$ cat src/hw/rtl/dtta_pkg.sv
package dtta_pkg;

	localparam int TABLE_ENTRIES = 16;
	localparam int NAME_BYTES = 8;
	localparam int NAME_W = 8 * NAME_BYTES;
	localparam int IDX_W = (TABLE_ENTRIES > 1) ? $clog2(TABLE_ENTRIES) : 1;
	localparam logic [IDX_W-1:0] LAST_IDX = IDX_W'(TABLE_ENTRIES - 1);

	localparam logic [1:0] ACT_ADD = 2'd0;
	localparam logic [1:0] ACT_TICK = 2'd1;
	localparam logic [1:0] ACT_LOOKUP = 2'd2;

	typedef struct packed {
		logic [1:0]  action;
		logic [63:0] name_key;
		logic [7:0]  channel_in;
		logic [7:0]  ttl_in;
	} req_t;

	typedef struct packed {
		logic       ok;
		logic [7:0] channel_found;
	} rsp_t;

	typedef enum logic [1:0] {
		ST_IDLE,
		ST_SCAN,
		ST_DRAIN,
		ST_COMMIT
	} state_t;

	// keep the low NAME_BYTES bytes, clear from the first zero byte upward
	function automatic logic [NAME_W-1:0] norm_name(input logic [63:0] key);
		logic [NAME_W-1:0] res;
		logic              live;
		res = '0;
		live = 1'b1;
		for (int i = 0; i < NAME_BYTES; i++) begin
			if (key[8*i +: 8] == 8'd0) begin
				live = 1'b0;
			end
			if (live) begin
				res[8*i +: 8] = key[8*i +: 8];
			end
		end
		return res;
	endfunction

endpackage

$ cat src/hw/rtl/device_table_with_ttl_aging_unit.sv
// Device table with TTL aging. Each request word (add/refresh, aging tick or
// lookup) scans the whole table through one read port of the entry memory,
// one entry per clock, and gives exactly one response word. After a request
// is accepted it runs through the scan state, a drain state that finishes
// the last compare and a commit state that commits the update and loads the
// response register; req_ready then returns. Words are accepted only in the
// idle cycle that follows, so no new request word enters before the last one
// is through. The commit cycle repeats while the previous response word is
// still held, so a slow receiver stretches the request by the cycles it keeps
// that word waiting. The response register lets the next request enter
// while the previous response waits. The valid bits clear at reset, so the
// table is usable right away.
module device_table_with_ttl_aging_unit (
	input  logic            clk,
	input  logic            arst_n,
	input  logic            req_valid,
	output logic            req_ready,
	input  dtta_pkg::req_t  req,
	output logic            rsp_valid,
	input  logic            rsp_ready,
	output dtta_pkg::rsp_t  rsp
);

	dtta_pkg::state_t state_q, state_nxt;

	logic [dtta_pkg::NAME_W-1:0] name_mem [dtta_pkg::TABLE_ENTRIES];
	logic [7:0]                  chan_mem [dtta_pkg::TABLE_ENTRIES];
	logic [7:0]                  ttl_mem  [dtta_pkg::TABLE_ENTRIES];

	logic [dtta_pkg::TABLE_ENTRIES-1:0] valid_q;

	logic [1:0]                  act_q;
	logic [dtta_pkg::NAME_W-1:0] name_q;
	logic [7:0]                  chan_q;
	logic [7:0]                  ttl_q;

	logic [dtta_pkg::IDX_W-1:0]  cnt_q;
	logic                        pend_s1;
	logic [dtta_pkg::IDX_W-1:0]  idx_s1;
	logic [dtta_pkg::NAME_W-1:0] rd_name_s1;
	logic [7:0]                  rd_chan_s1;
	logic [7:0]                  rd_ttl_s1;

	logic                        hit_q;
	logic                        free_q;
	logic [dtta_pkg::IDX_W-1:0]  hit_idx_q;
	logic [dtta_pkg::IDX_W-1:0]  free_idx_q;
	logic [7:0]                  found_chan_q;

	logic                        rsp_valid_q;
	dtta_pkg::rsp_t              rsp_q;

	logic accept, scan_en, commit_en, commit_go;
	logic ent_vld, name_eq, chan_eq;
	logic is_add, is_tick, is_lookup;
	logic tick_dec, tick_kill, fill, refresh;
	logic                       we_ttl, we_all;
	logic [dtta_pkg::IDX_W-1:0] wr_idx;
	logic [7:0]                 wr_ttl;

	assign is_add = (act_q == dtta_pkg::ACT_ADD);
	assign is_tick = (act_q == dtta_pkg::ACT_TICK);
	assign is_lookup = (act_q == dtta_pkg::ACT_LOOKUP);

	// next state
	always_comb begin
		state_nxt = state_q;
		case (state_q)
			dtta_pkg::ST_IDLE: begin
				if (req_valid) begin
					state_nxt = dtta_pkg::ST_SCAN;
				end
			end
			dtta_pkg::ST_SCAN: begin
				if (cnt_q == dtta_pkg::LAST_IDX) begin
					state_nxt = dtta_pkg::ST_DRAIN;
				end
			end
			dtta_pkg::ST_DRAIN: begin
				state_nxt = dtta_pkg::ST_COMMIT;
			end
			dtta_pkg::ST_COMMIT: begin
				if (!rsp_valid_q || rsp_ready) begin
					state_nxt = dtta_pkg::ST_IDLE;
				end
			end
			default: begin
				state_nxt = dtta_pkg::ST_IDLE;
			end
		endcase
	end

	// fsm outputs
	always_comb begin
		req_ready = 1'b0;
		scan_en = 1'b0;
		commit_en = 1'b0;
		case (state_q)
			dtta_pkg::ST_IDLE:   req_ready = 1'b1;
			dtta_pkg::ST_SCAN:   scan_en = 1'b1;
			dtta_pkg::ST_DRAIN:  ;
			dtta_pkg::ST_COMMIT: commit_en = 1'b1;
			default:             ;
		endcase
	end

	assign accept = req_valid && req_ready;
	assign commit_go = commit_en && (!rsp_valid_q || rsp_ready);

	always_ff @(posedge clk or negedge arst_n) begin
		if (!arst_n) begin
			state_q <= dtta_pkg::ST_IDLE;
		end else begin
			state_q <= state_nxt;
		end
	end

	// request capture
	always_ff @(posedge clk) begin
		if (accept) begin
			act_q <= req.action;
			name_q <= dtta_pkg::norm_name(req.name_key);
			chan_q <= req.channel_in;
			ttl_q <= req.ttl_in;
		end
	end

	always_ff @(posedge clk or negedge arst_n) begin
		if (!arst_n) begin
			cnt_q <= '0;
			pend_s1 <= 1'b0;
		end else begin
			pend_s1 <= scan_en;
			if (accept) begin
				cnt_q <= '0;
			end else if (scan_en) begin
				cnt_q <= cnt_q + 1'b1;
			end
		end
	end

	// table read
	always_ff @(posedge clk) begin
		if (scan_en) begin
			idx_s1 <= cnt_q;
			rd_name_s1 <= name_mem[cnt_q];
			rd_chan_s1 <= chan_mem[cnt_q];
			rd_ttl_s1 <= ttl_mem[cnt_q];
		end
	end

	// compare stage
	assign ent_vld = pend_s1 && valid_q[idx_s1];
	assign name_eq = (rd_name_s1 == name_q);
	assign chan_eq = (rd_chan_s1 == chan_q);

	assign tick_dec = is_tick && ent_vld && (rd_ttl_s1 != 8'd0);
	assign tick_kill = is_tick && ent_vld && (rd_ttl_s1 == 8'd0);
	assign refresh = commit_go && is_add && hit_q;
	assign fill = commit_go && is_add && !hit_q && free_q;

	always_ff @(posedge clk or negedge arst_n) begin
		if (!arst_n) begin
			hit_q <= 1'b0;
			free_q <= 1'b0;
		end else if (accept) begin
			hit_q <= 1'b0;
			free_q <= 1'b0;
		end else if (pend_s1) begin
			if (ent_vld && name_eq && (chan_eq || is_lookup)) begin
				hit_q <= 1'b1;
			end
			if (!valid_q[idx_s1]) begin
				free_q <= 1'b1;
			end
		end
	end

	always_ff @(posedge clk) begin
		if (pend_s1) begin
			if (!hit_q && ent_vld && name_eq && (chan_eq || is_lookup)) begin
				hit_idx_q <= idx_s1;
				found_chan_q <= rd_chan_s1;
			end
			if (!free_q && !valid_q[idx_s1]) begin
				free_idx_q <= idx_s1;
			end
		end
	end

	// table write
	assign we_ttl = tick_dec || refresh || fill;
	assign we_all = fill;
	assign wr_idx = commit_en ? (hit_q ? hit_idx_q : free_idx_q) : idx_s1;
	assign wr_ttl = commit_en ? ttl_q : (rd_ttl_s1 - 8'd1);

	always_ff @(posedge clk) begin
		if (we_ttl) begin
			ttl_mem[wr_idx] <= wr_ttl;
		end
		if (we_all) begin
			name_mem[wr_idx] <= name_q;
			chan_mem[wr_idx] <= chan_q;
		end
	end

	always_ff @(posedge clk or negedge arst_n) begin
		if (!arst_n) begin
			valid_q <= '0;
		end else if (tick_kill) begin
			valid_q[idx_s1] <= 1'b0;
		end else if (fill) begin
			valid_q[free_idx_q] <= 1'b1;
		end
	end

	// response word
	always_ff @(posedge clk or negedge arst_n) begin
		if (!arst_n) begin
			rsp_valid_q <= 1'b0;
		end else if (commit_go) begin
			rsp_valid_q <= 1'b1;
		end else if (rsp_ready) begin
			rsp_valid_q <= 1'b0;
		end
	end

	always_ff @(posedge clk) begin
		if (commit_go) begin
			rsp_q.ok <= (is_add && (hit_q || free_q)) || (is_lookup && hit_q);
			rsp_q.channel_found <= (is_lookup && hit_q) ? found_chan_q : 8'd0;
		end
	end

	assign rsp_valid = rsp_valid_q;
	assign rsp = rsp_q;

endmodule
$ cat config.mk
export PLATFORM = sky130hd
export DESIGN_NAME = device_table_with_ttl_aging_unit
export DESIGN_NICKNAME = d
export VERILOG_FILES = /design/src/hw/rtl/dtta_pkg.sv /design/src/hw/rtl/device_table_with_ttl_aging_unit.sv
export SDC_FILE = /design/constraint.sdc
export NUM_CORES = 2
export LEC_CHECK = 0
export ABC_AREA = 1
export BUFFER_PORTS_ARGS = -buffer_cell sky130_fd_sc_hd__buf_4
export CAP_MARGIN = 15
export CORE_MARGIN = 10
export CORE_UTILIZATION = 52
export CTS_CLUSTER_SIZE = 12
export DETAILED_ROUTE_END_ITERATION = 8
export PLACE_DENSITY = 0.67
export SLEW_MARGIN = 20
export SYNTH_ARGS = -nofsm -noshare
export SYNTH_HDL_FRONTEND = slang
export SYNTH_SLANG_ARGS = --single-unit
export TNS_END_PERCENT = 20
$ cat constraint.sdc
create_clock -name clk -period 11.9 [get_ports clk]
set_input_delay 1.785 -clock clk [delete_from_list [all_inputs] [get_ports clk]]
set_output_delay 1.785 -clock clk [all_outputs]
set_load 0.1 [all_outputs]
# Word-level counts from Yosys, hierarchy flattened
# Memories as Yosys holds them, arrays and structs flattened. A register that Yosys moved wholly into a read port is not among the register bits.
# Cells that the tools add are included.
# W data, S select, Z words.
[word_totals] ff_bits=137 ram_bits=1280 romBits=0 word_cells=148 memories=3 input_bits=86 latchBits=0 out_inout_bits=11
[classes] n_eq_ne=12 mux=48 addsub=2 shifts=0 magnitude_cmp=4 n_reduce_logical=52 n_bitwise=3 n_div=0 mul=0
[memory_table] memory="name_mem" words=16 width=64 rd=1 rd_clocked_by_memory_dff=1 write_ports=1 line="device_table_with_ttl_aging_unit.sv:26" rtl="logic [dtta_pkg::NAME_W-1:0] name_mem [dtta_pkg::TABLE_ENTRIES];"
[memory_table] memory="chan_mem" words=16 width=8 rd=1 rd_clocked_by_memory_dff=1 write_ports=1 line="device_table_with_ttl_aging_unit.sv:27" rtl="logic [7:0] chan_mem [dtta_pkg::TABLE_ENTRIES];"
[memory_table] memory="ttl_mem" words=16 width=8 rd=1 rd_clocked_by_memory_dff=1 write_ports=1 line="device_table_with_ttl_aging_unit.sv:28" rtl="logic [7:0] ttl_mem [dtta_pkg::TABLE_ENTRIES];"
[ops] operator="$logic_not A8 Y1" n=9
[ops] operator="$eq A64 B64 Y1" n=1
[ops] operator="$mux W1" n=34
[ops] operator="$mux W16" n=2
[ops] operator="$logic_and A1 B1 Y1" n=20
[ops] operator="$and A16 B16 Y16" n=1
[ops] operator="$mux W4" n=4
[ops] operator="$not A16 Y16" n=1
[ops] operator="$or A16 B16 Y16" n=1
[ops] operator="$lt A4 B5 Y1 const B" n=2
[ops] operator="$reduce_bool A2 Y1" n=5
[ops] operator="$demux W1 S4" n=2
[ops] operator="$eq A8 B8 Y1" n=1
[ops] operator="$ge A4 B1 Y1 const B" n=2
[ops] operator="$mux W8" n=1
[ops] operator="$ne A2 B2 Y1 const B" n=4
[ops] operator="$pmux W2 S4" n=1
[ops] operator="$reduce_and A2 Y1" n=4
[ops] operator="$reduce_bool A8 Y1" n=1
[ops] operator="$sub A8 B1 Y8 const B" n=1
[ops] operator="$eq A2 B2 Y1 const B" n=3
[ops] operator="$logic_or A1 B1 Y1" n=6
[ops] operator="$mux W2" n=3
[ops] operator="$add A4 B1 Y4 const B" n=1
[ops] operator="other kinds (6)" n=11

# Longest topological paths before layout
[depth] ltp_word=18 ltp_mapped=15 mapped_depth_nobuf=14

# Worst setup path after synthesis
# Ideal clock, no wire load.
[synth_path] path_type="input port to flip-flop" startpoint="in rsp_ready" endpoint="mem chan_mem[9][0] (enable)" path_buffers=2 setup_time_ns=0.503 required_ns=11.397 setup_slack_ns=5.812 t_arrival_ns=5.585 cell_stages=8 cell_sequence="inv_1 nand2_1 nand2_1 nor2_1 nand3_1 buf_2 clkbuf_1 nor2_1"
[synth_via] elab_chain_len=7
[synth_lines] item="from (decl)" line="device_table_with_ttl_aging_unit.sv:20" rtl="input logic rsp_ready,"
[synth_lines] item="$logic_or A1 B1 Y1" line="device_table_with_ttl_aging_unit.sv:108" rtl="assign commit_go = commit_en && (!rsp_valid_q || rsp_ready);"
[synth_lines] item="$logic_and A1 B1 Y1" line="device_table_with_ttl_aging_unit.sv:108"
[synth_lines] item="$logic_and A1 B1 Y1 (3 in series)" line="device_table_with_ttl_aging_unit.sv:160" rtl="assign fill = commit_go && is_add && !hit_q && free_q;"
[synth_lines] item="$mux W1" line="device_table_with_ttl_aging_unit.sv:201" rtl="if (we_all) begin"
[synth_lines] item="$mux W1 (implied by the code)" line="device_table_with_ttl_aging_unit.sv:203" rtl="chan_mem[wr_idx] <= chan_q;"
[synth_lines] item="to (decl)" line="device_table_with_ttl_aging_unit.sv:27"
# No other way between the ends.

==> results.toml <==
[min_path]
hold_end = "found_chan_q[2]"
min-delay-start = "rd_chan_s1[2]"
min_path_cells = 0
hold_class = "flip-flop to flip-flop"

[global_routing]
antenna_found_initial = 0
grt_max_degree = 195
grt_pass1_vias = 34900
grt_overflow = 0
track_usage = 0.220
grt_pass1_wl_um = 214000

[clock_tree]
insertion_delay_ps = 770
cts_hold_buf = 0
cts_tree = "done"
htreeDepth = 4
clockRootBuffer = "clkbuf_16"
post-cts-setup-buffer-count = 0
clk_path_buf_depth = 3
numClockSinks = 1497
cts_buffers = 153
cts-resized-gates = 0
cts.clk_slew.worst_paths_ps = 60

[power]
swShare = 0.347
clock_power_share = 0.285
combPwrFrac = 0.271
power.switching_w = 0.00536
leakage_nw = 21.1
p_int_w = 0.0101
power_frac_seq = 0.444
peakVddDrop_uv = 231
powerDensity_nw_per_um2 = 237

[final_layout]
syn_to_final_growth_pct = 11.3
final-seq-area_um2 = 44800
mostFrequentLayoutCells = "1,471 x edfxtp_1, 780 x nor2_1, 655 x o21ai_0, 315 x nand2_1, 193 x o22ai_1"
stdcell_count = 5975
diodes = 0
layout-drive-gt1-share = 0.0925
n_fill_cell = 8560
mostFrequentLayoutCell = "edfxtp_1"
nets = 4479
multi_input_area_um2 = 12200

[critical_path]
crit_type = "flip-flop to flip-flop"
cp_num_buf_inv = 3
cp_cell_sequence = "buf_4 -> buf_4 -> buf_4 -> o21ai_0 -> o221ai_1 -> nand3_1 -> nand3_1"
crit_top_cell = "buf_4"
cpMaxStageDelayCell = "dfrtp_4"
r2r-start = "cnt_q[0]"
rr_worst_depth = 7
crit_cells = 7
worstPathArrival_ps = 5490
reg2reg_slack_ps = 7050
crit_family = "buffers and inverters"
crit_path_max_fanout = 108
r2r_end = "rd_name_s1[25]"
cp_slowest_stage_delay_ps = 1120
critPathCaptureType = "flip-flop"
crit_path_start_kind = "flip-flop"
worstPathRequired_ps = 12540

[routing]
firstDrtPassIters = 6
antenna_left = 0
wl_per_cell_um = 23.7
drt_iter0_markers = 3706
finalWirelength_um = 142000
via_per_inst = 5.96
drc_errors = 0
dr_total_vias = 35600

[flow_run]
drv_cap = 0

[floorplan]
pin_count = 97
dieArea_um2 = 127000
die-width_um = 356
initial_core_util = 0.522
num_rows = 123
die_h_um = 356
core_area_um2 = 112000

[timing]
post-route-period-util = 0.408
finalClockSkew_ps = 29.2
setup_viol_count_final = 0
post-route-min-period_ps = 4850
tns_ps = 0
finalHoldViolations = 0
rsz0062_at_grt = "no"
fmax_ghz = 0.206
slew_violations = 0
slew_headroom = 0.261
worstMarginPinSlew_ps = 1110

[placed_design]
dpl.cell_count = 5730
gp_congestion = 0.819
place_hpwl_um = 75300
io_buffer_count = 96

[synthesis]
ys_seq_elements = 1497
synth_area_um2 = 58600
ys_types = 41
synthCells = 4342
synth_warnings = 0
avgSynthCellArea_um2 = 13.5
synth_nets = 4435
synth-seq-area-share = 0.765

[outcome]
outcome = "complete, no violations"
[Yosys cell counts]
cell,number,area [um2]
edfxtp_1,1471,44200
nor2_1,794,2980
o21ai_0,655,3280
nand2_1,315,1180
o22ai_1,193,1210
clkbuf_1,190,713
nand3_1,143,716
o221ai_1,134,1170
inv_1,117,439
buf_2,63,315
xnor2_1,50,438
o211ai_1,28,210
dfrtp_1,26,651
a21oi_1,23,115
inv_2,15,56.3
nor4_1,14,87.6
nor2_4,13,146
buf_1,9,33.8
nand4_1,9,56.3
nor2_2,9,56.3
o21ai_1,9,45.0
nor3_1,8,40.0
buf_4,7,52.6
ha_1,7,87.6
a31oi_1,6,37.5
o21ai_2,5,43.8
xor2_1,5,43.8
a41oi_1,3,26.3
buf_6,3,33.8
clkinv_1,3,11.3
nand2_2,3,18.8
nand3b_1,2,15.0
nand4_2,2,25.0
a211oi_1,1,7.51
a21oi_2,1,8.76
a22oi_1,1,7.51
buf_12,1,20.0
inv_4,1,6.26
nor4b_4,1,23.8
o22a_1,1,8.76
or2_2,1,6.26
[flip-flops by register name (all words and copies together) (netlist names), 2 cells and up]
signal        count
name_mem       1024
chan_mem        128
ttl_mem         128
name_q           64
rd_name_s1       64
valid_q          16
rsp               9
chan_q            8
found_chan_q      8
rd_chan_s1        8
rd_ttl_s1         8
ttl_q             8
cnt_q             4
free_idx_q        4
hit_idx_q         4
idx_s1            4
act_q             2
state_q           2
[cell families (layout without fill, tap and decap cells)]
kind of cell / Yosys count / in the layout / synth area share
buffers and inverters: 409 / 542 / 0.0287
adders and majority gates: 7 / 7 / 0.00149
DFF: 1497 / 1497 / 0.765
xor gates and xnor gates: 55 / 55 / 0.00822
AOI/OAI and AO/OA: 1060 / 1060 / 0.105
and+or+nand+nor: 1314 / 1314 / 0.0914
[per-layer routing]
| layer | track usage | wire (um) | up-vias |
|---|---|---|---|
| met5 | 0 | 0 | - |
| met4 | 0.0708 | 3570 | 0 |
| met3 | 0.0340 | 10500 | 241 |
| met2 | 0.359 | 68800 | 1547 |
| met1 | 0.304 | 58800 | 17700 |
| li1 | - | - | 16100 |
[metrics by stage]
step / hold slack (ps) / utilization / area (um2) / setup WS (ps) / total power, W
floorplan: 439 / - / 58600 / 5810 / 0.00969
global placement: 456 / 0.541 / 60700 / 6350 / 0.0110
detailed placement: 459 / 0.541 / 60700 / 6390 / 0.0111
CTS: 472 / 0.581 / 65200 / 7050 / 0.0155
global route: 494 / 0.581 / 65200 / 6660 / 0.0162
finish: 474 / 0.581 / 65200 / 7050 / 0.0154
[power groups by stage]
stage / sequential [W] / clock (W) / combinational [W]
5_1_grt: 0.00690 / 0.00467 / 0.00462
6_report: 0.00685 / 0.00440 / 0.00419
4_1_cts: 0.00685 / 0.00445 / 0.00417
3_3_place_gp: 0.00694 / 0 / 0.00407
2_1_floorplan: 0.00685 / 0 / 0.00284
3_5_place_dp: 0.00696 / 0 / 0.00415
[cell type report]
type | count | share of cell area
flip-flops and latches | 1497 | 0.687
multi-input cells | 2436 | 0.188
clock buffers | 195 | 0.0614
well taps | 1500 | 0.0288
repair buffers | 162 | 0.0191
inverters | 136 | 0.00823
clock inverters | 49 | 0.00761
[worst max-delay path by stage]
stage | from | to | slack, ps
final | cnt_q[0] | rd_name_s1[25] | 7050
after global routing | cnt_q[0] | rd_name_s1[25] | 6660
after floorplan | rsp_ready | chan_mem[9][0] | 5810
after detailed placement | rsp_ready | name_mem[15][44] | 6390
after global placement | rsp_ready | name_mem[15][46] | 6350
after CTS | cnt_q[0] | rd_name_s1[25] | 7050
(Power assumes the default switching activity.)
